`src/rtl/core/uem_pkg.sv`:
```
// ----------------------------------------------------------------------------
// uem_pkg
// Shared types and constants of the utilization moving average monitor.
// ----------------------------------------------------------------------------
package uem_pkg;

    localparam int AVG_W        = 10;
    localparam int PCT_W        = 7;
    localparam int QUOT_W       = 10;
    localparam int DIV_CNT_W    = 4;
    localparam int SUM_W        = 14;
    localparam int JOB_W        = 32;
    localparam int MIN_INT_W    = 20;
    localparam int JOB_LOAD_W   = 10;
    localparam int CFG_DATA_W   = 20;
    localparam int CFG_INDEX_W  = 1;
    localparam int STATUS_W     = 2;

    localparam logic [AVG_W-1:0]      LOAD_FULL        = 10'd1000;
    localparam logic [MIN_INT_W-1:0]  MIN_INTERVAL_RST = 20'd10000;
    localparam logic [JOB_LOAD_W-1:0] JOB_LOAD_RST     = 10'd50;

    // divide by ten: multiply by reciprocal, exact for the sums in use
    localparam logic [15:0] RECIP10       = 16'd52429;
    localparam int          RECIP10_SHIFT = 19;
    localparam logic [12:0] PCT_RECIP     = 13'd6554;
    localparam int          PCT_SHIFT     = 16;
    localparam logic [3:0]  PCT_ROUND     = 4'd5;

    localparam logic [DIV_CNT_W-1:0] DIV_FIRST = 4'd9;
    localparam logic [DIV_CNT_W-1:0] DIV_LAST  = 4'd0;

    localparam logic [CFG_INDEX_W-1:0] CFG_MIN_INTERVAL = 1'd0;
    localparam logic [CFG_INDEX_W-1:0] CFG_JOB_LOAD     = 1'd1;

    typedef enum logic [STATUS_W-1:0] {
        STATUS_PRIMED  = 2'd0,
        STATUS_SKIPPED = 2'd1,
        STATUS_UPDATED = 2'd2
    } status_t;

    typedef enum logic [2:0] {
        ST_IDLE,
        ST_DIFF,
        ST_CHECK,
        ST_MUL,
        ST_DIV,
        ST_EMA,
        ST_COMMIT,
        ST_DONE
    } state_t;

    typedef struct packed {
        logic    load;
        logic    diff;
        logic    prime;
        logic    mul;
        logic    div_step;
        logic    ema;
        logic    commit;
        logic    emit;
        status_t status;
    } dp_cmd_t;

    typedef struct packed {
        logic primed;
        logic too_soon;
        logic div_last;
        logic out_free;
    } dp_status_t;

endpackage

```
`src/rtl/core/uem_controller.sv`:
```
// ----------------------------------------------------------------------------
// uem_controller
// Sequencer: difference and check for each sample, then for an updating one
// multiply, ten quotient steps and average update, then result transfer.
// ----------------------------------------------------------------------------
module uem_controller
(
    input  logic                clk,
    input  logic                rst_n,
    input  logic                s_axis_tvalid,
    output logic                s_axis_tready,
    input  uem_pkg::dp_status_t stat,
    output uem_pkg::dp_cmd_t    cmd
);
    import uem_pkg::*;

    state_t  state_reg;
    state_t  state_next;
    status_t status_reg;
    status_t status_next;

    always_ff @(posedge clk or negedge rst_n)
    begin
        if (!rst_n)
        begin
            state_reg  <= ST_IDLE;
            status_reg <= STATUS_PRIMED;
        end
        else
        begin
            state_reg  <= state_next;
            status_reg <= status_next;
        end
    end

    always_comb
    begin
        state_next  = state_reg;
        status_next = status_reg;
        unique case (state_reg)
            ST_IDLE:
            begin
                if (s_axis_tvalid)
                begin
                    state_next = ST_DIFF;
                end
            end
            ST_DIFF:
            begin
                state_next = ST_CHECK;
            end
            ST_CHECK:
            begin
                priority if (!stat.primed)
                begin
                    status_next = STATUS_PRIMED;
                    state_next  = ST_DONE;
                end
                else if (stat.too_soon)
                begin
                    status_next = STATUS_SKIPPED;
                    state_next  = ST_DONE;
                end
                else
                begin
                    status_next = STATUS_UPDATED;
                    state_next  = ST_MUL;
                end
            end
            ST_MUL:
            begin
                state_next = ST_DIV;
            end
            ST_DIV:
            begin
                if (stat.div_last)
                begin
                    state_next = ST_EMA;
                end
            end
            ST_EMA:
            begin
                state_next = ST_COMMIT;
            end
            ST_COMMIT:
            begin
                state_next = ST_DONE;
            end
            ST_DONE:
            begin
                if (stat.out_free)
                begin
                    state_next = ST_IDLE;
                end
            end
            default:
            begin
                state_next = ST_IDLE;
            end
        endcase
    end

    always_comb
    begin
        s_axis_tready = (state_reg == ST_IDLE);
        cmd.load      = (state_reg == ST_IDLE) && s_axis_tvalid;
        cmd.diff      = (state_reg == ST_DIFF);
        cmd.prime     = (state_reg == ST_CHECK) && !stat.primed;
        cmd.mul       = (state_reg == ST_MUL);
        cmd.div_step  = (state_reg == ST_DIV);
        cmd.ema       = (state_reg == ST_EMA);
        cmd.commit    = (state_reg == ST_COMMIT);
        cmd.emit      = (state_reg == ST_DONE) && stat.out_free;
        cmd.status    = status_reg;
    end

endmodule

```
`src/rtl/core/uem_datapath.sv`:
```
// ----------------------------------------------------------------------------
// uem_datapath
// Snapshots, deltas, busy ratio long division, per-core loads, moving
// averages, configuration registers and the result output register.
// ----------------------------------------------------------------------------
module uem_datapath
#(
    parameter int NUM_CORES = 3,
    parameter int TIME_BITS = 48,
    parameter int IN_W      = 200,
    parameter int OUT_W     = 48
)
(
    input  logic                               clk,
    input  logic                               rst_n,
    input  logic                               cfg_valid,
    input  logic [uem_pkg::CFG_INDEX_W-1:0]    cfg_index,
    input  logic [uem_pkg::CFG_DATA_W-1:0]     cfg_data,
    input  logic [IN_W-1:0]                    s_axis_tdata,
    input  uem_pkg::dp_cmd_t                   cmd,
    output uem_pkg::dp_status_t                stat,
    output logic                               m_axis_tvalid,
    input  logic                               m_axis_tready,
    output logic [OUT_W-1:0]                   m_axis_tdata,
    output logic [uem_pkg::STATUS_W-1:0]       m_axis_tuser
);
    import uem_pkg::*;

    localparam int NUM_W     = TIME_BITS + QUOT_W;
    localparam int TOTAL_LSB = TIME_BITS;
    localparam int JOBS_LSB  = 2 * TIME_BITS;
    localparam int BUSY_LSB  = JOBS_LSB + JOB_W * NUM_CORES;
    localparam int PCT_LSB   = AVG_W;
    localparam int CORE_LSB  = AVG_W + PCT_W;

    // configuration
    logic [MIN_INT_W-1:0]  min_interval_reg;
    logic [JOB_LOAD_W-1:0] job_load_reg;

    // sample capture
    logic [TIME_BITS-1:0] idle_in_reg;
    logic [TIME_BITS-1:0] total_in_reg;
    logic [JOB_W-1:0]     jobs_in_reg [NUM_CORES];
    logic [NUM_CORES-1:0] busy_in_reg;

    // persistent state
    logic                 primed_reg;
    logic [TIME_BITS-1:0] idle_snap_reg;
    logic [TIME_BITS-1:0] total_snap_reg;
    logic [JOB_W-1:0]     job_snap_reg [NUM_CORES];
    logic [AVG_W-1:0]     cpu_avg_reg;
    logic [AVG_W-1:0]     core_avg_reg [NUM_CORES];

    // working registers
    logic [TIME_BITS-1:0] d_idle_reg;
    logic [TIME_BITS-1:0] d_total_reg;
    logic [JOB_W-1:0]     delta_reg [NUM_CORES];
    logic [NUM_W-1:0]     rem_reg;
    logic [QUOT_W-1:0]    quot_reg;
    logic [DIV_CNT_W-1:0] div_cnt_reg;
    logic [AVG_W-1:0]     load_reg [NUM_CORES];
    logic [SUM_W-1:0]     cpu_sum_reg;
    logic [SUM_W-1:0]     core_sum_reg [NUM_CORES];

    // output register
    logic                 out_valid_reg;
    logic [OUT_W-1:0]     out_data_reg;
    logic [STATUS_W-1:0]  out_user_reg;
    logic [OUT_W-1:0]     out_data_next;

    logic [TIME_BITS-1:0] busy_time;
    logic [NUM_W-1:0]     busy_ext;
    logic [NUM_W-1:0]     busy_scaled;
    logic [NUM_W-1:0]     div_shifted;
    logic [NUM_W:0]       div_trial;
    logic [AVG_W-1:0]     cpu_inst;
    logic [AVG_W-1:0]     core_load [NUM_CORES];
    logic [AVG_W-1:0]     cpu_avg_new;
    logic [AVG_W-1:0]     core_avg_new [NUM_CORES];
    logic [AVG_W:0]       pct_base;
    logic [23:0]          pct_prod;

    function automatic logic [SUM_W-1:0] ema_sum(input logic [AVG_W-1:0] avg,
                                                 input logic [AVG_W-1:0] inst);
        logic [SUM_W-1:0] a;
        logic [SUM_W-1:0] x;
        a = SUM_W'(avg);
        x = SUM_W'(inst);
        // seeded average: inst * 10, so the divide returns inst
        if (avg == '0)
        begin
            return (x << 3) + (x << 1);
        end
        return (a << 1) + (x << 3);
    endfunction

    function automatic logic [AVG_W-1:0] div10(input logic [SUM_W-1:0] s);
        logic [SUM_W+15:0] p;
        p = SUM_W'(s) * RECIP10;
        return p[RECIP10_SHIFT +: AVG_W];
    endfunction

    // busy time and scaling by 1000 as shifts
    always_comb
    begin
        busy_time   = (d_total_reg > d_idle_reg) ? (d_total_reg - d_idle_reg) : '0;
        busy_ext    = NUM_W'(busy_time);
        busy_scaled = (busy_ext << 10) - (busy_ext << 5) + (busy_ext << 3);
        div_shifted = NUM_W'(d_total_reg) << div_cnt_reg;
        div_trial   = {1'b0, rem_reg} - {1'b0, div_shifted};
        if (d_total_reg == '0)
        begin
            cpu_inst = '0;
        end
        else if (quot_reg > LOAD_FULL)
        begin
            cpu_inst = LOAD_FULL;
        end
        else
        begin
            cpu_inst = quot_reg;
        end
    end

    for (genvar i = 0; i < NUM_CORES; i++)
    begin : g_lane
        logic [2*JOB_LOAD_W-1:0] prod;
        always_comb
        begin
            prod = delta_reg[i][JOB_LOAD_W-1:0] * job_load_reg;
            priority if (busy_in_reg[i])
            begin
                core_load[i] = LOAD_FULL;
            end
            else if (delta_reg[i] >= JOB_W'(LOAD_FULL))
            begin
                core_load[i] = (job_load_reg != '0) ? LOAD_FULL : '0;
            end
            else if (prod > (2*JOB_LOAD_W)'(LOAD_FULL))
            begin
                core_load[i] = LOAD_FULL;
            end
            else
            begin
                core_load[i] = prod[AVG_W-1:0];
            end
            core_avg_new[i] = div10(core_sum_reg[i]);
        end
    end

    always_comb
    begin
        cpu_avg_new = div10(cpu_sum_reg);
        pct_base    = {1'b0, cpu_avg_reg} + (AVG_W+1)'(PCT_ROUND);
        pct_prod    = pct_base * PCT_RECIP;
        out_data_next = '0;
        out_data_next[0 +: AVG_W]       = cpu_avg_reg;
        out_data_next[PCT_LSB +: PCT_W] = pct_prod[PCT_SHIFT +: PCT_W];
        for (int i = 0; i < NUM_CORES; i++)
        begin
            out_data_next[CORE_LSB + AVG_W*i +: AVG_W] = core_avg_reg[i];
        end
    end

    // configuration and persistent state
    always_ff @(posedge clk or negedge rst_n)
    begin
        if (!rst_n)
        begin
            min_interval_reg <= MIN_INTERVAL_RST;
            job_load_reg     <= JOB_LOAD_RST;
            primed_reg       <= 1'b0;
            idle_snap_reg    <= '0;
            total_snap_reg   <= '0;
            cpu_avg_reg      <= '0;
            for (int i = 0; i < NUM_CORES; i++)
            begin
                job_snap_reg[i] <= '0;
                core_avg_reg[i] <= '0;
            end
        end
        else
        begin
            if (cfg_valid)
            begin
                unique case (cfg_index)
                    CFG_MIN_INTERVAL: min_interval_reg <= cfg_data;
                    CFG_JOB_LOAD:     job_load_reg     <= cfg_data[JOB_LOAD_W-1:0];
                    default:          ;
                endcase
            end
            if (cmd.prime || cmd.commit)
            begin
                primed_reg     <= 1'b1;
                idle_snap_reg  <= idle_in_reg;
                total_snap_reg <= total_in_reg;
                for (int i = 0; i < NUM_CORES; i++)
                begin
                    job_snap_reg[i] <= jobs_in_reg[i];
                end
            end
            if (cmd.commit)
            begin
                cpu_avg_reg <= cpu_avg_new;
                for (int i = 0; i < NUM_CORES; i++)
                begin
                    core_avg_reg[i] <= core_avg_new[i];
                end
            end
        end
    end

    // working registers
    always_ff @(posedge clk)
    begin
        if (cmd.load)
        begin
            idle_in_reg  <= s_axis_tdata[0 +: TIME_BITS];
            total_in_reg <= s_axis_tdata[TOTAL_LSB +: TIME_BITS];
            busy_in_reg  <= s_axis_tdata[BUSY_LSB +: NUM_CORES];
            for (int i = 0; i < NUM_CORES; i++)
            begin
                jobs_in_reg[i] <= s_axis_tdata[JOBS_LSB + JOB_W*i +: JOB_W];
            end
        end
        if (cmd.diff)
        begin
            d_idle_reg  <= idle_in_reg - idle_snap_reg;
            d_total_reg <= total_in_reg - total_snap_reg;
            for (int i = 0; i < NUM_CORES; i++)
            begin
                delta_reg[i] <= jobs_in_reg[i] - job_snap_reg[i];
            end
        end
        if (cmd.mul)
        begin
            for (int i = 0; i < NUM_CORES; i++)
            begin
                load_reg[i] <= core_load[i];
            end
        end
        if (cmd.ema)
        begin
            cpu_sum_reg <= ema_sum(cpu_avg_reg, cpu_inst);
            for (int i = 0; i < NUM_CORES; i++)
            begin
                core_sum_reg[i] <= ema_sum(core_avg_reg[i], load_reg[i]);
            end
        end
        if (cmd.emit)
        begin
            out_data_reg <= out_data_next;
            out_user_reg <= cmd.status;
        end
    end

    // restoring division, one quotient bit per cycle
    always_ff @(posedge clk or negedge rst_n)
    begin
        if (!rst_n)
        begin
            div_cnt_reg <= DIV_FIRST;
            quot_reg    <= '0;
            rem_reg     <= '0;
        end
        else if (cmd.mul)
        begin
            div_cnt_reg <= DIV_FIRST;
            quot_reg    <= '0;
            rem_reg     <= busy_scaled;
        end
        else if (cmd.div_step)
        begin
            if (!div_trial[NUM_W])
            begin
                rem_reg <= div_trial[NUM_W-1:0];
            end
            quot_reg    <= {quot_reg[QUOT_W-2:0], ~div_trial[NUM_W]};
            div_cnt_reg <= div_cnt_reg - 1'b1;
        end
    end

    always_ff @(posedge clk or negedge rst_n)
    begin
        if (!rst_n)
        begin
            out_valid_reg <= 1'b0;
        end
        else if (cmd.emit)
        begin
            out_valid_reg <= 1'b1;
        end
        else if (m_axis_tready)
        begin
            out_valid_reg <= 1'b0;
        end
    end

    assign stat.primed   = primed_reg;
    assign stat.too_soon = d_total_reg < TIME_BITS'(min_interval_reg);
    assign stat.div_last = (div_cnt_reg == DIV_LAST);
    assign stat.out_free = !out_valid_reg || m_axis_tready;

    assign m_axis_tvalid = out_valid_reg;
    assign m_axis_tdata  = out_data_reg;
    assign m_axis_tuser  = out_user_reg;

endmodule

```
`src/rtl/core/utilization_ema_monitor_unit.sv`:
```
// ----------------------------------------------------------------------------
// utilization_ema_monitor_unit
// CPU and accelerator core utilization moving averages in tenths of a percent.
// ----------------------------------------------------------------------------
// One sample is taken at a time. A sample that updates the averages passes
// through difference, check, multiply, a restoring divider for the busy
// ratio that resolves one of ten quotient bits per cycle, two average steps
// and the result transfer. A priming or skipped sample goes from the check
// straight to the result transfer. The result sits in an output register,
// so the next sample is taken while it waits.
module utilization_ema_monitor_unit
#(
    parameter int NUM_CORES = 3,
    parameter int TIME_BITS = 48,
    parameter int IN_W  = ((2*TIME_BITS + 33*NUM_CORES + 7) / 8) * 8,
    parameter int OUT_W = ((17 + 10*NUM_CORES + 7) / 8) * 8
)
(
    input  logic                            clk,
    input  logic                            rst_n,
    input  logic                            cfg_valid,
    output logic                            cfg_ready,
    input  logic [uem_pkg::CFG_INDEX_W-1:0] cfg_index,
    input  logic [uem_pkg::CFG_DATA_W-1:0]  cfg_data,
    input  logic                            s_axis_tvalid,
    output logic                            s_axis_tready,
    // idle_us, total_us, jobs_core0.., busy_core0..
    input  logic [IN_W-1:0]                 s_axis_tdata,
    output logic                            m_axis_tvalid,
    input  logic                            m_axis_tready,
    // cpu_tenths, cpu_percent, apu0_tenths..
    output logic [OUT_W-1:0]                m_axis_tdata,
    // status
    output logic [uem_pkg::STATUS_W-1:0]    m_axis_tuser
);
    import uem_pkg::*;

    dp_cmd_t    cmd;
    dp_status_t stat;

    assign cfg_ready = 1'b1;

    uem_controller u_ctrl
    (
        .clk           (clk),
        .rst_n         (rst_n),
        .s_axis_tvalid (s_axis_tvalid),
        .s_axis_tready (s_axis_tready),
        .stat          (stat),
        .cmd           (cmd)
    );

    uem_datapath
    #(
        .NUM_CORES (NUM_CORES),
        .TIME_BITS (TIME_BITS),
        .IN_W      (IN_W),
        .OUT_W     (OUT_W)
    )
    u_dp
    (
        .clk           (clk),
        .rst_n         (rst_n),
        .cfg_valid     (cfg_valid),
        .cfg_index     (cfg_index),
        .cfg_data      (cfg_data),
        .s_axis_tdata  (s_axis_tdata),
        .cmd           (cmd),
        .stat          (stat),
        .m_axis_tvalid (m_axis_tvalid),
        .m_axis_tready (m_axis_tready),
        .m_axis_tdata  (m_axis_tdata),
        .m_axis_tuser  (m_axis_tuser)
    );

    // one sample in flight at a time
    a_single_sample: assert property (@(posedge clk) disable iff (!rst_n)
        s_axis_tvalid && s_axis_tready |=> !s_axis_tready)
        else $error("sample accepted while another is in work");

    a_status_code: assert property (@(posedge clk) disable iff (!rst_n)
        m_axis_tvalid |-> (m_axis_tuser == STATUS_PRIMED ||
                           m_axis_tuser == STATUS_SKIPPED ||
                           m_axis_tuser == STATUS_UPDATED))
        else $error("invalid status code on result");

    a_cpu_range: assert property (@(posedge clk) disable iff (!rst_n)
        m_axis_tvalid |-> m_axis_tdata[AVG_W-1:0] <= LOAD_FULL)
        else $error("cpu average above full load");

endmodule

```
`config.mk`:
```
export PLATFORM = sky130hd
export DESIGN_NAME = utilization_ema_monitor_unit
export DESIGN_NICKNAME = d
export VERILOG_FILES = /design/src/rtl/core/uem_pkg.sv /design/src/rtl/core/uem_controller.sv /design/src/rtl/core/uem_datapath.sv /design/src/rtl/core/utilization_ema_monitor_unit.sv
export SDC_FILE = /design/constraint.sdc
export NUM_CORES = 2
export LEC_CHECK = 0
export BUFFER_PORTS_ARGS = -buffer_cell sky130_fd_sc_hd__buf_2
export CAP_MARGIN = 20
export CORE_MARGIN = 4
export CORE_UTILIZATION = 51
export DETAILED_ROUTE_END_ITERATION = 7
export PLACE_DENSITY_LB_ADDON = 0.2
export SETUP_SLACK_MARGIN = 0.05
export SYNTH_ARGS = -nofsm -noshare
export SYNTH_HDL_FRONTEND = slang
export SYNTH_HIERARCHICAL = 1
export SYNTH_SLANG_ARGS = --single-unit
export TNS_END_PERCENT = 20
```
`constraint.sdc`:
```
create_clock -name clk -period 26.6 [get_ports clk]
set_clock_uncertainty 0.2 [all_clocks]
set_input_delay 1.33 -clock clk [delete_from_list [all_inputs] [get_ports clk]]
set_output_delay 1.33 -clock clk [all_outputs]
set_load 0.01 [all_outputs]
```
==> results.md <==
- Setup repair after global routing left no endpoint under its margin.
- The number of hold-repair buffers added at the cts stage is 0.
- The post-synthesis sequential element count is 859.
- The largest total area in the synthesized netlist belongs to edfxtp_1.
- The via count of the first global-routing pass is 56080.
- The count of fill cells added during filler insertion is 13450.
- The finished cells cover 84650 sq um.
- The placement row count is 142.
- The adder-cell area share of the yosys netlist is 28.44%.
- The max-slew violation count is 0.
- The unique cell type count in the Yosys netlist is 91.
- Of the total synthesized cell area, the portion taken by AND, OR, NAND and NOR gates is 10.99%.
- By instance count, the cell type seen most on the critical path is a21oi_1.
- After synthesis the cells add up to 77720 sq um.
- The flow ran to the end, and the final reports show no timing, DRC or antenna violations.
- At the pin with the least slew margin, the transition time is 1099 ps.
- The largest single stage delay on the critical path is 570 ps.
- The worst setup path is captured at a flop.
- Tracing the worst setup path back leads to its startpoint at u_dp/d_total_reg[0].
- The class of the tightest hold or removal check is flop to flop.
- The effective utilization at floorplan is 51.58%.
- The number of buffers between clock root and the deepest sink is 3.
- The worst endpoint data arrival time is 7990 ps.
- The number of design-rule violations left by the first detailed-router iteration is 3073.
- The portion of synthesized area spent on multiplexers is 4.870%.
- The proportion of synthesized flip-flops having asynchronous set or reset is 39.70%.
- The floorplan step set the die height to 398.4 um.
- The global-route usage over all layers is 22.65%.
- The launching point of the worst reg2reg path is u_dp/d_total_reg[0].
- After routing, the total negative slack on setup checks comes to 0 ps.
- The main combinational cell family by area after synthesis is adder cells.
- The number of buffers inserted during clock tree synthesis is 100.
- The weighted congestion at the end of routability-driven global placement is 0.9161.
- The deepest level of the CTS H-tree is 3.
- The worst-path cell with the longest stage delay is edfxtp_1.
- Clock-pin slew was measured on the worst setup and hold paths at 60 ps.
- Cells with a size suffix above 1 make up 10.26% of the layout.
- The synthesized design contains 518 enable-type register cells.
- Once placement finished, the instance area stood at 81010 sq um.
- In the finished design, the share of the clock period the worst path needs comes to 28.64%.
- The routed design could run at a clock period as short as 7619 ps.
- The number of remaining DRC errors is 0.
- The kind of critical path is flop to flop.
- The CTS tree is built.
- The die covers 158700 sq um.
- In this run, post-CTS repair resized a total of 0 instances.
- The buffer cell driving the clock tree root is clkbuf_16.
- Static timing analysis puts the maximum clock frequency at 131.3 MHz.
- The required time at the worst-slack endpoint is 26970 ps.
- The number of nets in the layout is 9665.
- The first-pass GRT wire length is 291800 um.
- Across the run, the number of max-cap violations was 0.
- Setup violations remaining at the end of the flow were counted as 0.
- Once the clock tree was built, the setup fixing pass inserted 0 buffers.
- The count of buffers added on input and output ports is 271.
- The region available for standard cell placement spans 150700 sq um.
- The number of iterations in the first detailed-routing pass is 8.
- The type of origin of the critical path is a flop.
- The die width is 398.4 um.
- In the final routed layout, each cell accounts on average for 17.77 um.
- Along the worst path, the maximum fanout reaches 8.
- For this design, the sink count on the clock tree is 859.
- The area growth from synthesis to layout is 8.918%.
- In this run the remaining antenna-violating nets after routing total 0.
- The post-detailed-route via-to-cell ratio is 5.532.
- For this run, the leading register cell type out of synthesis is edfxtp_1.
- The relative slew slack is 26.75%.
- The final layout contains routed wiring with a total length of 178900 um.
- The startpoint of the most critical hold path is u_dp/jobs_in_reg[0][27].
- Ranked by total cell area, the synthesized netlist is headed by edfxtp_1, ha_1, fa_1, dfrtp_1, inv_1.
- At the later pin of the worst-skew pair, clock insertion delay measures 720 ps.
- The mean area per synthesized cell is 9.996 sq um.
- The largest net degree at the start of global routing is 188.
- The portion of the post-synthesis area used by sequential elements is 31.01%.
- For this run, the number of Yosys warnings is 6.
- Summed over its instances, the top area cell type makes up 20.02% of the synthesized netlist area.
- The initial antenna violation count is 36.
- The xor/xnor cell area share of the yosys netlist is 4.880%.
- The number of cells produced by synthesis is 7775.
- Summed over all layers, the global routing overflow is 0.
- The wire-length estimate of the detail-placed layout is 141600 um.
- The final number of hold-violating endpoints came to 0.
- The number of vias after detailed routing is 55680.
- The compound-gate portion of the synthesized area is 13.38%.
- When the netlist entered floorplanning its net count stood at 9492.
- The number of I/O pins is 279.
[critical path: cells and delay by family (launching register included)]
kind / cells / cell delay [ps]
multiplexers: 1 / 280
XOR/XNOR: 3 / 480
buffers and inverters: 3 / 240
AO/OA/AOI/OAI: 17 / 4090
adder cells (fa/ha/maj): 4 / 1330
AND/OR/NAND/NOR: 3 / 310
flip-flops: 1 / 570
[final timing paths]
path / end / cells past startpoint / slack (ps)
worst max-delay path: u_dp/rem_reg[57] / 31 / 18980
worst min-delay path: u_dp/job_snap_reg[91] / 1 / 290
worst max register to register: u_dp/rem_reg[57] / 31 / 18980
worst min register to register: u_dp/job_snap_reg[91] / 1 / 290
max in group asynchronous: u_dp/div_cnt_reg[1] / 4 / 22870
min in group asynchronous: u_dp/job_snap_reg[51] / 1 / 330
[metal layers]
layer  routed length (um)  global-route usage (%)  share of wire (%)
met1                86410                   33.20                 48
met2                79990                   36.20                 45
met3                 9145                   2.623                5.1
met4                 3294                   5.082                1.8
met5                   48                       0              0.027
[layout by cell type, fill, tap and decap left out, drive strengths merged, types with 73 or more instances in the layout]
master	n
fa	459
clkbuf	123
o21bai	77
ha	1032
nand3	94
edfxtp	518
nand2	527
nor2b	75
inv	1091
a21oi	468
nor2	378
and2	226
a21o	274
buf	304
xnor2	301
mux2	233
o21a	85
xor2	132
o21ai	339
a211oi	77
nor3	73
dfrtp	331
[synthesized netlist by cell type (all sizes together) (33+ instances only)]
cell type  number
inv          1083
ha           1032
nand2         527
edfxtp        518
a21oi         468
fa            459
nor2          378
o21ai         339
dfrtp         331
xnor2         301
a21o          274
mux2          233
and2          226
clkbuf        192
xor2          132
nand3          94
o21a           85
a211oi         77
o21bai         77
nor2b          75
nor3           73
a31oi          69
nand4          69
and3           66
nand2b         63
nor4           47
mux2i          44
buf            41
or2            33
[metrics by stage]
stage	setup WS (ps)	hold WS (ps)	std cells	utilization (%)
2_1_floorplan	4267	219.6	7775	-
3_3_place_gp	18940	271.1	9862	53.77
3_5_place_dp	18970	283.3	9862	53.77
4_1_cts	18920	285.9	10050	56.16
5_1_grt	18330	308.9	10060	56.17
6_report	18980	288.2	10070	56.18
[cell type report]
| class | count | area, sq um | area share [%] |
|---|---|---|---|
| multi-input cells | 5600 | 48700 | 57.53 |
| flip-flops and latches | 859 | 24100 | 28.47 |
| inverters | 1083 | 4065 | 4.803 |
| clock buffers | 123 | 2690 | 3.178 |
| well taps | 2016 | 2522 | 2.980 |
| repair buffers | 304 | 1627 | 1.922 |
| clock inverters | 66 | 904.6 | 1.069 |
| diodes | 15 | 37.54 | 0.04434 |
[logic make-up (layout without fill, tap and decap cells)]
kind of cell             after synthesis  count (layout)
AND/OR/NAND/NOR                     1737            1737
AO/OA/AOI/OAI                       1628            1628
adder cells (fa/ha/maj)             1491            1491
buffers and inverters               1316            1576
flip-flops                           859             859
XOR/XNOR                             433             433
multiplexers                         309             309
other                                  2              17
Power is left out: the tool's default activity adds up to more than one toggle a clock period on the data nets, which glitch-free logic cannot reach.
